===== src/rtl/iad_pkg.sv =====
// Shared types and codes for the integer ALU with divide and square root.
package iad_pkg;

  // Operation codes
  localparam logic [2:0] OP_ADD  = 3'd1;
  localparam logic [2:0] OP_SUB  = 3'd2;
  localparam logic [2:0] OP_MUL  = 3'd3;
  localparam logic [2:0] OP_DIV  = 3'd4;
  localparam logic [2:0] OP_SQR  = 3'd5;
  localparam logic [2:0] OP_ROOT = 3'd6;

  // Status codes
  localparam logic [1:0] ST_OK       = 2'd0;
  localparam logic [1:0] ST_DIV_ZERO = 2'd1;
  localparam logic [1:0] ST_NEG_ROOT = 2'd2;

  // Controller states
  typedef enum logic [2:0] {
    S_IDLE,
    S_PREP,
    S_ITER,
    S_FIX,
    S_OUT
  } state_e;

  // Controller to datapath
  typedef struct packed {
    logic load;  // capture the input word
    logic prep;  // set up operands, or finish the non-iterative ops
    logic iter;  // one step of multiply, square, divide or root
    logic fix;   // sign fix and result select
  } dp_cmd_t;

  // Datapath to controller
  typedef struct packed {
    logic iterate;  // op needs the iterative unit
    logic root;     // op is square root (half the step count)
  } dp_stat_t;

endpackage


===== src/rtl/iad_datapath.sv =====
// Datapath: operand registers, shared subtractor and shift-add / restoring units.
module iad_datapath #(
  parameter int DATA_WIDTH = 32
) (
  input  logic                   clk_i,
  input  iad_pkg::dp_cmd_t       cmd_i,
  output iad_pkg::dp_stat_t      stat_o,
  input  logic [2:0]             op_i,
  input  logic [DATA_WIDTH-1:0]  operand_a_i,
  input  logic [DATA_WIDTH-1:0]  operand_b_i,
  output logic [DATA_WIDTH-1:0]  result_o,
  output logic [1:0]             status_o
);

  localparam int W  = DATA_WIDTH;
  localparam int SH = DATA_WIDTH % 2;  // align radicand to an even bit count

  logic [2:0]   op_q;
  logic [W-1:0] a_q, b_q, n_q;
  logic [W-1:0] x_q, y_q, q_q, res_q;
  logic [W+1:0] rem_q;
  logic         neg_q;
  logic [1:0]   st_q;

  logic         is_root;
  logic [W+1:0] sub_a, sub_b;
  logic [W+2:0] diff;
  logic         fits;
  logic [W-1:0] n_mag, b_mag;
  logic [W-1:0] prep_res;
  logic [1:0]   prep_st;
  logic         prep_neg;

  assign is_root = (op_q == iad_pkg::OP_ROOT);

  // Magnitudes for the divider
  assign n_mag = n_q[W-1] ? (~n_q + 1'b1) : n_q;
  assign b_mag = b_q[W-1] ? (~b_q + 1'b1) : b_q;

  // Shared trial subtract: divide brings one bit, root brings a bit pair
  assign sub_a = is_root ? {rem_q[W-1:0], x_q[W-1:W-2]} : {rem_q[W:0], x_q[W-1]};
  assign sub_b = is_root ? {q_q, 2'b01} : {2'b00, y_q};
  assign diff  = {1'b0, sub_a} - {1'b0, sub_b};
  assign fits  = ~diff[W+2];

  // Status toward the controller
  always_comb begin
    stat_o.root    = is_root;
    stat_o.iterate = 1'b0;
    unique case (op_q) inside
      iad_pkg::OP_MUL, iad_pkg::OP_SQR: stat_o.iterate = 1'b1;
      iad_pkg::OP_DIV:                  stat_o.iterate = (b_q != '0);
      iad_pkg::OP_ROOT:                 stat_o.iterate = ~a_q[W-1];
      default:                          stat_o.iterate = 1'b0;
    endcase
  end

  // Setup step: add and subtract results, error status and quotient sign
  always_comb begin
    prep_res = '0;
    prep_st  = iad_pkg::ST_OK;
    prep_neg = 1'b0;
    unique case (op_q)
      iad_pkg::OP_ADD: prep_res = a_q + b_q;
      iad_pkg::OP_SUB: prep_res = a_q - b_q;
      iad_pkg::OP_DIV: begin
        if (b_q == '0) begin
          prep_st = iad_pkg::ST_DIV_ZERO;
        end else begin
          prep_neg = n_q[W-1] ^ b_q[W-1];
        end
      end
      iad_pkg::OP_ROOT: begin
        if (a_q[W-1]) begin
          prep_st = iad_pkg::ST_NEG_ROOT;
        end
      end
      default: prep_res = '0;
    endcase
  end

  // Datapath registers
  always_ff @(posedge clk_i) begin
    if (cmd_i.load) begin
      op_q <= op_i;
      a_q  <= operand_a_i;
      b_q  <= operand_b_i;
      n_q  <= (operand_a_i << 3) + (operand_a_i << 1);  // a * 10, wrapped
    end

    if (cmd_i.prep) begin
      rem_q <= '0;
      q_q   <= '0;
      res_q <= prep_res;
      st_q  <= prep_st;
      neg_q <= prep_neg;
      unique case (op_q)
        iad_pkg::OP_MUL: begin
          x_q <= b_q;
          y_q <= a_q;
        end
        iad_pkg::OP_SQR: begin
          x_q <= a_q;
          y_q <= a_q;
        end
        iad_pkg::OP_DIV: begin
          x_q <= n_mag;
          y_q <= b_mag;
        end
        iad_pkg::OP_ROOT: x_q <= a_q << SH;
        default: x_q <= x_q;
      endcase
    end

    // One iteration step
    if (cmd_i.iter) begin
      unique case (op_q) inside
        iad_pkg::OP_MUL, iad_pkg::OP_SQR: begin
          if (x_q[0]) begin
            q_q <= q_q + y_q;
          end
          y_q <= y_q << 1;
          x_q <= x_q >> 1;
        end
        iad_pkg::OP_DIV: begin
          rem_q <= fits ? diff[W+1:0] : sub_a;
          q_q   <= {q_q[W-2:0], fits};
          x_q   <= x_q << 1;
        end
        iad_pkg::OP_ROOT: begin
          rem_q <= fits ? diff[W+1:0] : sub_a;
          q_q   <= {q_q[W-2:0], fits};
          x_q   <= x_q << 2;
        end
        default: q_q <= q_q;
      endcase
    end

    // Quotient sign and result select
    if (cmd_i.fix) begin
      res_q <= ((op_q == iad_pkg::OP_DIV) && neg_q) ? (~q_q + 1'b1) : q_q;
    end
  end

  assign result_o = res_q;
  assign status_o = st_q;

endmodule


===== src/rtl/iad_ctrl.sv =====
// Controller: sequences load, setup, iteration steps, sign fix and the result strobe.
module iad_ctrl #(
  parameter int DATA_WIDTH = 32
) (
  input  logic               clk_i,
  input  logic               rst_ni,
  input  logic               start,
  output logic               busy,
  output logic               done_o,
  output iad_pkg::dp_cmd_t   cmd_o,
  input  iad_pkg::dp_stat_t  stat_i
);

  localparam int CW = $clog2(DATA_WIDTH + 1);

  iad_pkg::state_e state_q, state_d;
  logic [CW-1:0]   cnt_q, cnt_d;

  // State and step counter
  always_ff @(posedge clk_i or negedge rst_ni) begin
    if (!rst_ni) begin
      state_q <= iad_pkg::S_IDLE;
      cnt_q   <= '0;
    end else begin
      state_q <= state_d;
      cnt_q   <= cnt_d;
    end
  end

  // Next state and commands
  always_comb begin
    state_d = state_q;
    cnt_d   = cnt_q;
    cmd_o   = '0;
    busy    = 1'b1;
    done_o  = 1'b0;
    unique case (state_q)
      iad_pkg::S_IDLE: begin
        busy = 1'b0;
        if (start) begin
          cmd_o.load = 1'b1;
          state_d    = iad_pkg::S_PREP;
        end
      end
      iad_pkg::S_PREP: begin
        cmd_o.prep = 1'b1;
        cnt_d      = stat_i.root ? CW'(DATA_WIDTH / 2) : CW'(DATA_WIDTH);
        state_d    = stat_i.iterate ? iad_pkg::S_ITER : iad_pkg::S_OUT;
      end
      iad_pkg::S_ITER: begin
        cmd_o.iter = 1'b1;
        cnt_d      = cnt_q - 1'b1;
        if (cnt_q == CW'(1)) begin
          state_d = iad_pkg::S_FIX;
        end
      end
      iad_pkg::S_FIX: begin
        cmd_o.fix = 1'b1;
        state_d   = iad_pkg::S_OUT;
      end
      iad_pkg::S_OUT: begin
        done_o  = 1'b1;
        state_d = iad_pkg::S_IDLE;
      end
      default: state_d = iad_pkg::S_IDLE;
    endcase
  end

endmodule


===== src/rtl/integer_alu_div_sqrt_top.sv =====
// Top level of the integer ALU with fixed-point divide and square root.
//
//  channel  | handshake             | word
//  ---------+-----------------------+----------------------------------
//  command  | start, busy           | op_i, operand_a_i, operand_b_i
//  result   | done_o (1-cycle pulse)| result_o, status_o
//
// A word is taken when start is high and busy is low. Add, subtract, unused
// opcodes and the error cases go from setup straight to done_o; multiply,
// square and divide run DATA_WIDTH steps, root DATA_WIDTH/2 steps, in the
// one-bit-per-cycle shift-add and restoring loop, then a sign fix. busy stays
// high until the done_o cycle ends; the next word can be taken in the cycle
// after done_o. Reset is asynchronous, active low.
module integer_alu_div_sqrt_top #(
  parameter int DATA_WIDTH = 32
) (
  input  logic                         clk_i,
  input  logic                         rst_ni,
  input  logic                         start,
  output logic                         busy,
  input  logic [2:0]                   op_i,
  input  logic signed [DATA_WIDTH-1:0] operand_a_i,
  input  logic signed [DATA_WIDTH-1:0] operand_b_i,
  output logic                         done_o,
  output logic signed [DATA_WIDTH-1:0] result_o,
  output logic [1:0]                   status_o
);

  iad_pkg::dp_cmd_t  cmd;
  iad_pkg::dp_stat_t stat;
  logic [DATA_WIDTH-1:0] res;

  iad_ctrl #(
    .DATA_WIDTH(DATA_WIDTH)
  ) u_ctrl (
    .clk_i  (clk_i),
    .rst_ni (rst_ni),
    .start  (start),
    .busy   (busy),
    .done_o (done_o),
    .cmd_o  (cmd),
    .stat_i (stat)
  );

  iad_datapath #(
    .DATA_WIDTH(DATA_WIDTH)
  ) u_datapath (
    .clk_i       (clk_i),
    .cmd_i       (cmd),
    .stat_o      (stat),
    .op_i        (op_i),
    .operand_a_i (operand_a_i),
    .operand_b_i (operand_b_i),
    .result_o    (res),
    .status_o    (status_o)
  );

  assign result_o = res;

endmodule

===== config.mk =====
export PLATFORM = sky130hd
export DESIGN_NAME = integer_alu_div_sqrt_top
export DESIGN_NICKNAME = d
export VERILOG_FILES = /design/src/rtl/iad_pkg.sv /design/src/rtl/iad_datapath.sv /design/src/rtl/iad_ctrl.sv /design/src/rtl/integer_alu_div_sqrt_top.sv
export SDC_FILE = /design/constraint.sdc
export NUM_CORES = 1
export LEC_CHECK = 0
export BUFFER_PORTS_ARGS = -buffer_cell sky130_fd_sc_hd__buf_2
export CORE_UTILIZATION = 55
export DETAILED_ROUTE_END_ITERATION = 6
export PLACE_DENSITY = 0.76
export SETUP_SLACK_MARGIN = 0.3
export SLEW_MARGIN = 20
export SYNTH_ARGS = -nofsm -noshare
export SYNTH_HDL_FRONTEND = slang
export SYNTH_SLANG_ARGS = --single-unit

===== constraint.sdc =====
create_clock -name clk_i -period 5.5 [get_ports clk_i]
set_clock_uncertainty 0.1 [all_clocks]
set_input_delay 0.825 -clock clk_i [delete_from_list [all_inputs] [get_ports clk_i]]
set_output_delay 0.825 -clock clk_i [all_outputs]
set_load 0.005 [all_outputs]

==> results.md <==
Status:
- The flow ran to the end, but the final reports show violations.
- The checks that failed: design-rule violations.

Worst hold path:
- The source of the worst hold timing path is operand_b_i[2].
- The min-delay analysis places its worst path in the category in2reg.
- The path with the worst hold slack has its endpoint at u_datapath.b_q[2].
- The depth of the worst hold-timing path is 1.

Synth:
- The share of the synthesized area in the top cell type is 23.5%.
- After synthesis, the cell types taking the most area are edfxtp_1 (24%), dfxtp_1 (9.3%), ha_1 (7.8%), xnor2_1 (5.5%), a21oi_1 (5.2%).
- Each instance of the synthesized netlist takes up on average 8.82 µm².
- The synthesized design contains 163 enable-type register cells.
- The share of synthesized flip-flops with an asynchronous set or reset is 3.35%.
- The cell count after synthesis came out at 2,361.
- Synthesis instantiated 77 different standard cells from the library.
- Summing the sequential cell areas from Yosys gives 33.9% of the chip area.
- Sorting the synthesized cells by how often they occur yields a21oi_1 (217), nor2_1 (184), nand2_1 (180).
- The total of warnings raised by yosys is 0.
- The synthesized design contains 269 register bits.
- The most common cell in the synthesized netlist is a21oi_1.
- The most used flip-flop cell after synthesis is edfxtp_1.
- The top cell type by total area after synthesis is edfxtp_1.
- The netlist area before placement is 20,800 µm².
- The number of nets produced by synthesis is 2,565.

Floorplan:
- The floorplan die width is 197 µm.
- 106 I/O pins were placed.
- The initial standard-cell utilization of the core is 56.3%.
- The initialized floorplan defines 70 standard-cell rows.
- The height of the die is 197 µm.
- The die covers 38,600 µm².
- The region available for standard cell placement spans 37,000 µm².

CTS:
- In this run the number of H-tree levels came out at 1.
- TritonCTS built the clock tree.
- Counting every sink on the clock net gives 269.
- The master cell of the clock root buffer is clkbuf_16.
- The deepest clock path buffer count is 3.
- The clock latency reported for the late side of the worst-skew pair is 590 ps.
- The TritonCTS buffer count is 31.
- Clock-pin slew was measured on the worst setup and hold paths at 70 ps.

Power and ir drop:
- In this run the static leakage power is 9.48 nW.
- The cell internal power dissipation is 7.57 mW.
- The sequential fraction of design power is 29.1%.
- Summed over all nets, the switching power comes to 6.59 mW.
- The total power is 14.2 mW.
- The switching fraction of total power is 46.5%.
- For this design the ratio of total power to cell area is 616 nW/µm².
- The logic gate share of total power is 56.1%.
- Across the VDD grid, the largest voltage drop is 304 µV.
- The clock network accounts for 14.8% of the total power.

Flow run:
- The number of violations of the max-capacitance limit is 0.

Setup path:
- Broken down by cell family, the worst path's largest delay share belongs to simple AND/OR/NAND/NOR gates.
- The critical path is of the reg2reg type.
- In this run the critical register-to-register path is captured at u_datapath.result_o[30].
- Together, buffers and inverters on the worst path number 0.
- The data arrival time of the critical path is 5200 ps.
- The start point of the critical path is u_datapath.b_q[14].
- The maximum net fanout on the critical path is 4.
- The worst stage delay on the critical path is 570 ps.
- The critical path goes through or4_4 -> or3_1 -> or3_1 -> or3_4 -> nor3_4 -> nor2_1 -> xnor2_1 -> ha_1 -> nand2_1 -> nor2_1 -> and2_1 -> a31oi_1 -> o31ai_1 -> nand2b_1 -> a221oi_1 -> xor2_1 -> o22ai_1.
- The logic depth of the worst register-to-register path is 17.
- The slowest cell on the critical path is or4_4.
- The start of the worst register-to-register path is u_datapath.b_q[14].
- STA classifies the critical path endpoint as a flip-flop.
- Across all register-to-register paths, the minimum setup slack is 510 ps.
- Data on the critical path is required at its endpoint by 5710 ps.
- The element type at the critical path start is a flip-flop.

Final layout:
- The count of inserted antenna diode cells is 0.
- Of the cells placed in the final design, the portion with a size suffix greater than 1 is 12.1%.
- The final non-filler cell total is 2,942.
- The post-route standard cell area excluding fillers is 23,000 µm².
- The signed area change from the synthesized netlist to the final layout is 10.5%.
- The final net count is 2,619.

Place:
- The placed wire-length estimate after detailed placement is 47.6 mm.
- The total instance count after detailed placement is 2,869.
- At the end of routability-driven placement, the weighted congestion stood at 1.02.
- The placed cell area is 21,800 µm².
- Input and output buffers added on the ports amount to 105.

Detailed routing:
- The routed layout has 19,271 vias.
- After detailed routing, the number of vias per cell comes to 6.55.
- The total wirelength of the detailed-routed design is 63.8 mm.
- The number of iterations in the first detailed-routing pass is 7.
- The average routed wire per standard cell is 21.7 µm.
- In this run, the number of DRC markers left after iteration 0 of detailed routing was 1,873.
- The count of unresolved DRC violations after routing is 8.
- The antenna violation net count after detailed routing is 0.

Timing:
- The routed design could run at a clock period as short as 4990 ps.
- Setup repair after global routing could not meet its margin everywhere.
- The count of final hold-check violations is 0.
- The slew of the pin with the lowest slew margin is 1160 ps.
- The final-report max-slew violation count was 0.
- Setup violations remaining at the end of the flow were counted as 0.
- Setup total negative slack on the finished layout was measured at 0 ps.
- The final clock period utilization by the worst path is 90.7%.
- Static timing analysis puts the maximum clock frequency at 0.200 GHz.
- In this run the tightest slew margin relative to its limit is 22.2%.
- Across all hold checks on the routed design, the worst slack comes to 316 ps.

Global routing:
- For this run the aggregate overflow at the end of global routing stands at 0.
- The number of global-route vias before repair came to 18,228.
- Entering global routing, the biggest net connects 67 pins.
- The first global-routing pass estimated 99.7 mm of wire.
- The initial antenna violation count is 0.
- The all-layer global routing usage is 32.5%.
## state kept, by name, summed over array words and instances, names as in the netlist
signal               flops
u_datapath.rem_q        33
u_datapath.a_q          32
u_datapath.b_q          32
u_datapath.q_q          32
u_datapath.result_o     32
u_datapath.x_q          32
u_datapath.y_q          32
u_datapath.n_q          29
u_ctrl.cnt_q             6
u_ctrl.state_q           3
u_datapath.op_q          3
u_datapath.status_o      2
u_datapath.neg_q         1
## worst max-delay path by stage
stage | end | depth (start not counted)
3_3_place_gp | u_datapath.result_o[30] | 18
5_1_grt | u_datapath.result_o[29] | 19
6_report | u_datapath.result_o[30] | 17
2_1_floorplan | u_datapath.q_q[0] | 17
3_5_place_dp | u_datapath.result_o[30] | 18
4_1_cts | u_datapath.result_o[30] | 18
## final cells by class
| type | count | area [µm²] |
|---|---|---|
| Fill cell | 3233 | 14000 |
| Multi-Input combinational cell | 1892 | 13100 |
| Sequential cell | 269 | 7060 |
| Timing Repair Buffer | 165 | 991 |
| Clock buffer | 39 | 806 |
| Tap cell | 504 | 631 |
| Inverter | 56 | 210 |
| Clock inverter | 17 | 206 |
## placed cells by master (no fill, tap or decap), types with 44 or more instances in the layout
cell type / synthesis / routed
a21o_1: 65 / 65
a21oi_1: 217 / 217
a221oi_1: 44 / 44
a22oi_1: 53 / 53
buf_2: 4 / 105
buf_4: 0 / 58
dfxtp_1: 97 / 97
edfxtp_1: 163 / 163
ha_1: 130 / 130
inv_1: 56 / 56
mux2i_1: 67 / 67
nand2_1: 180 / 178
nand3_1: 55 / 55
nor2_1: 184 / 180
o21ai_0: 144 / 143
o22ai_1: 64 / 64
xnor2_1: 131 / 131
xor2_1: 88 / 88
## what timing repair did
action | CTS | global route
resized for setup | 0 | 6
buffers inserted | 0 | 16
hold buffers | 1 | 0
setup endpoints to repair | 0 | 7
endpoints found under the hold margin | 9 | 0
## metrics by stage
stage / worst slack [ps] / utilization, %
CTS: 341 / 61.8
global route: 281 / 62.2
finish: 510 / 62.2
floorplan: 522 / -
global placement: 418 / 59.1
detailed placement: 363 / 59.1
## worst reg2reg max path, cell delays in order, from the launching register on
cell and delay [ps]:
edfxtp_1 440, or4_4 570, or3_1 360, or3_1 420
or3_4 400, nor3_4 200, nor2_1 80, xnor2_1 130
ha_1 360, nand2_1 90, nor2_1 70, and2_1 210
a31oi_1 180, o31ai_1 150, nand2b_1 210, a221oi_1 300
xor2_1 320, o22ai_1 130
## kinds of logic after synthesis
group / count (synthesis) / share of synthesized area [%]
xor gates and xnor gates: 219 / 9.21
AOI/OAI and AO/OA: 803 / 25.3
muxes: 107 / 5.38
DFF: 269 / 33.9
adders and majority gates: 134 / 8.20
and+or+nand+nor: 629 / 14.4
buffers and inverters: 200 / 3.63
## power groups by stage
stage	Clock [mW]	Combinational [mW]	Sequential [mW]
2_1_floorplan	0	5.88	3.65
3_3_place_gp	0	7.54	4.08
3_5_place_dp	0	7.69	4.11
4_1_cts	2.11	7.73	4.07
5_1_grt	2.20	8.67	4.18
6_report	2.09	7.95	4.12
## metal layers
layer  share of wire [%]  track usage [%]  vias to the layer above
met5                   0                0                        -
met1                  41             43.1                     9137
met3                 9.0             4.06                      163
met4                 4.1             13.2                        0
li1                    -                -                     8999
met2                  46             53.7                      972
No activity file was read; power rests on OpenSTA's default activity.
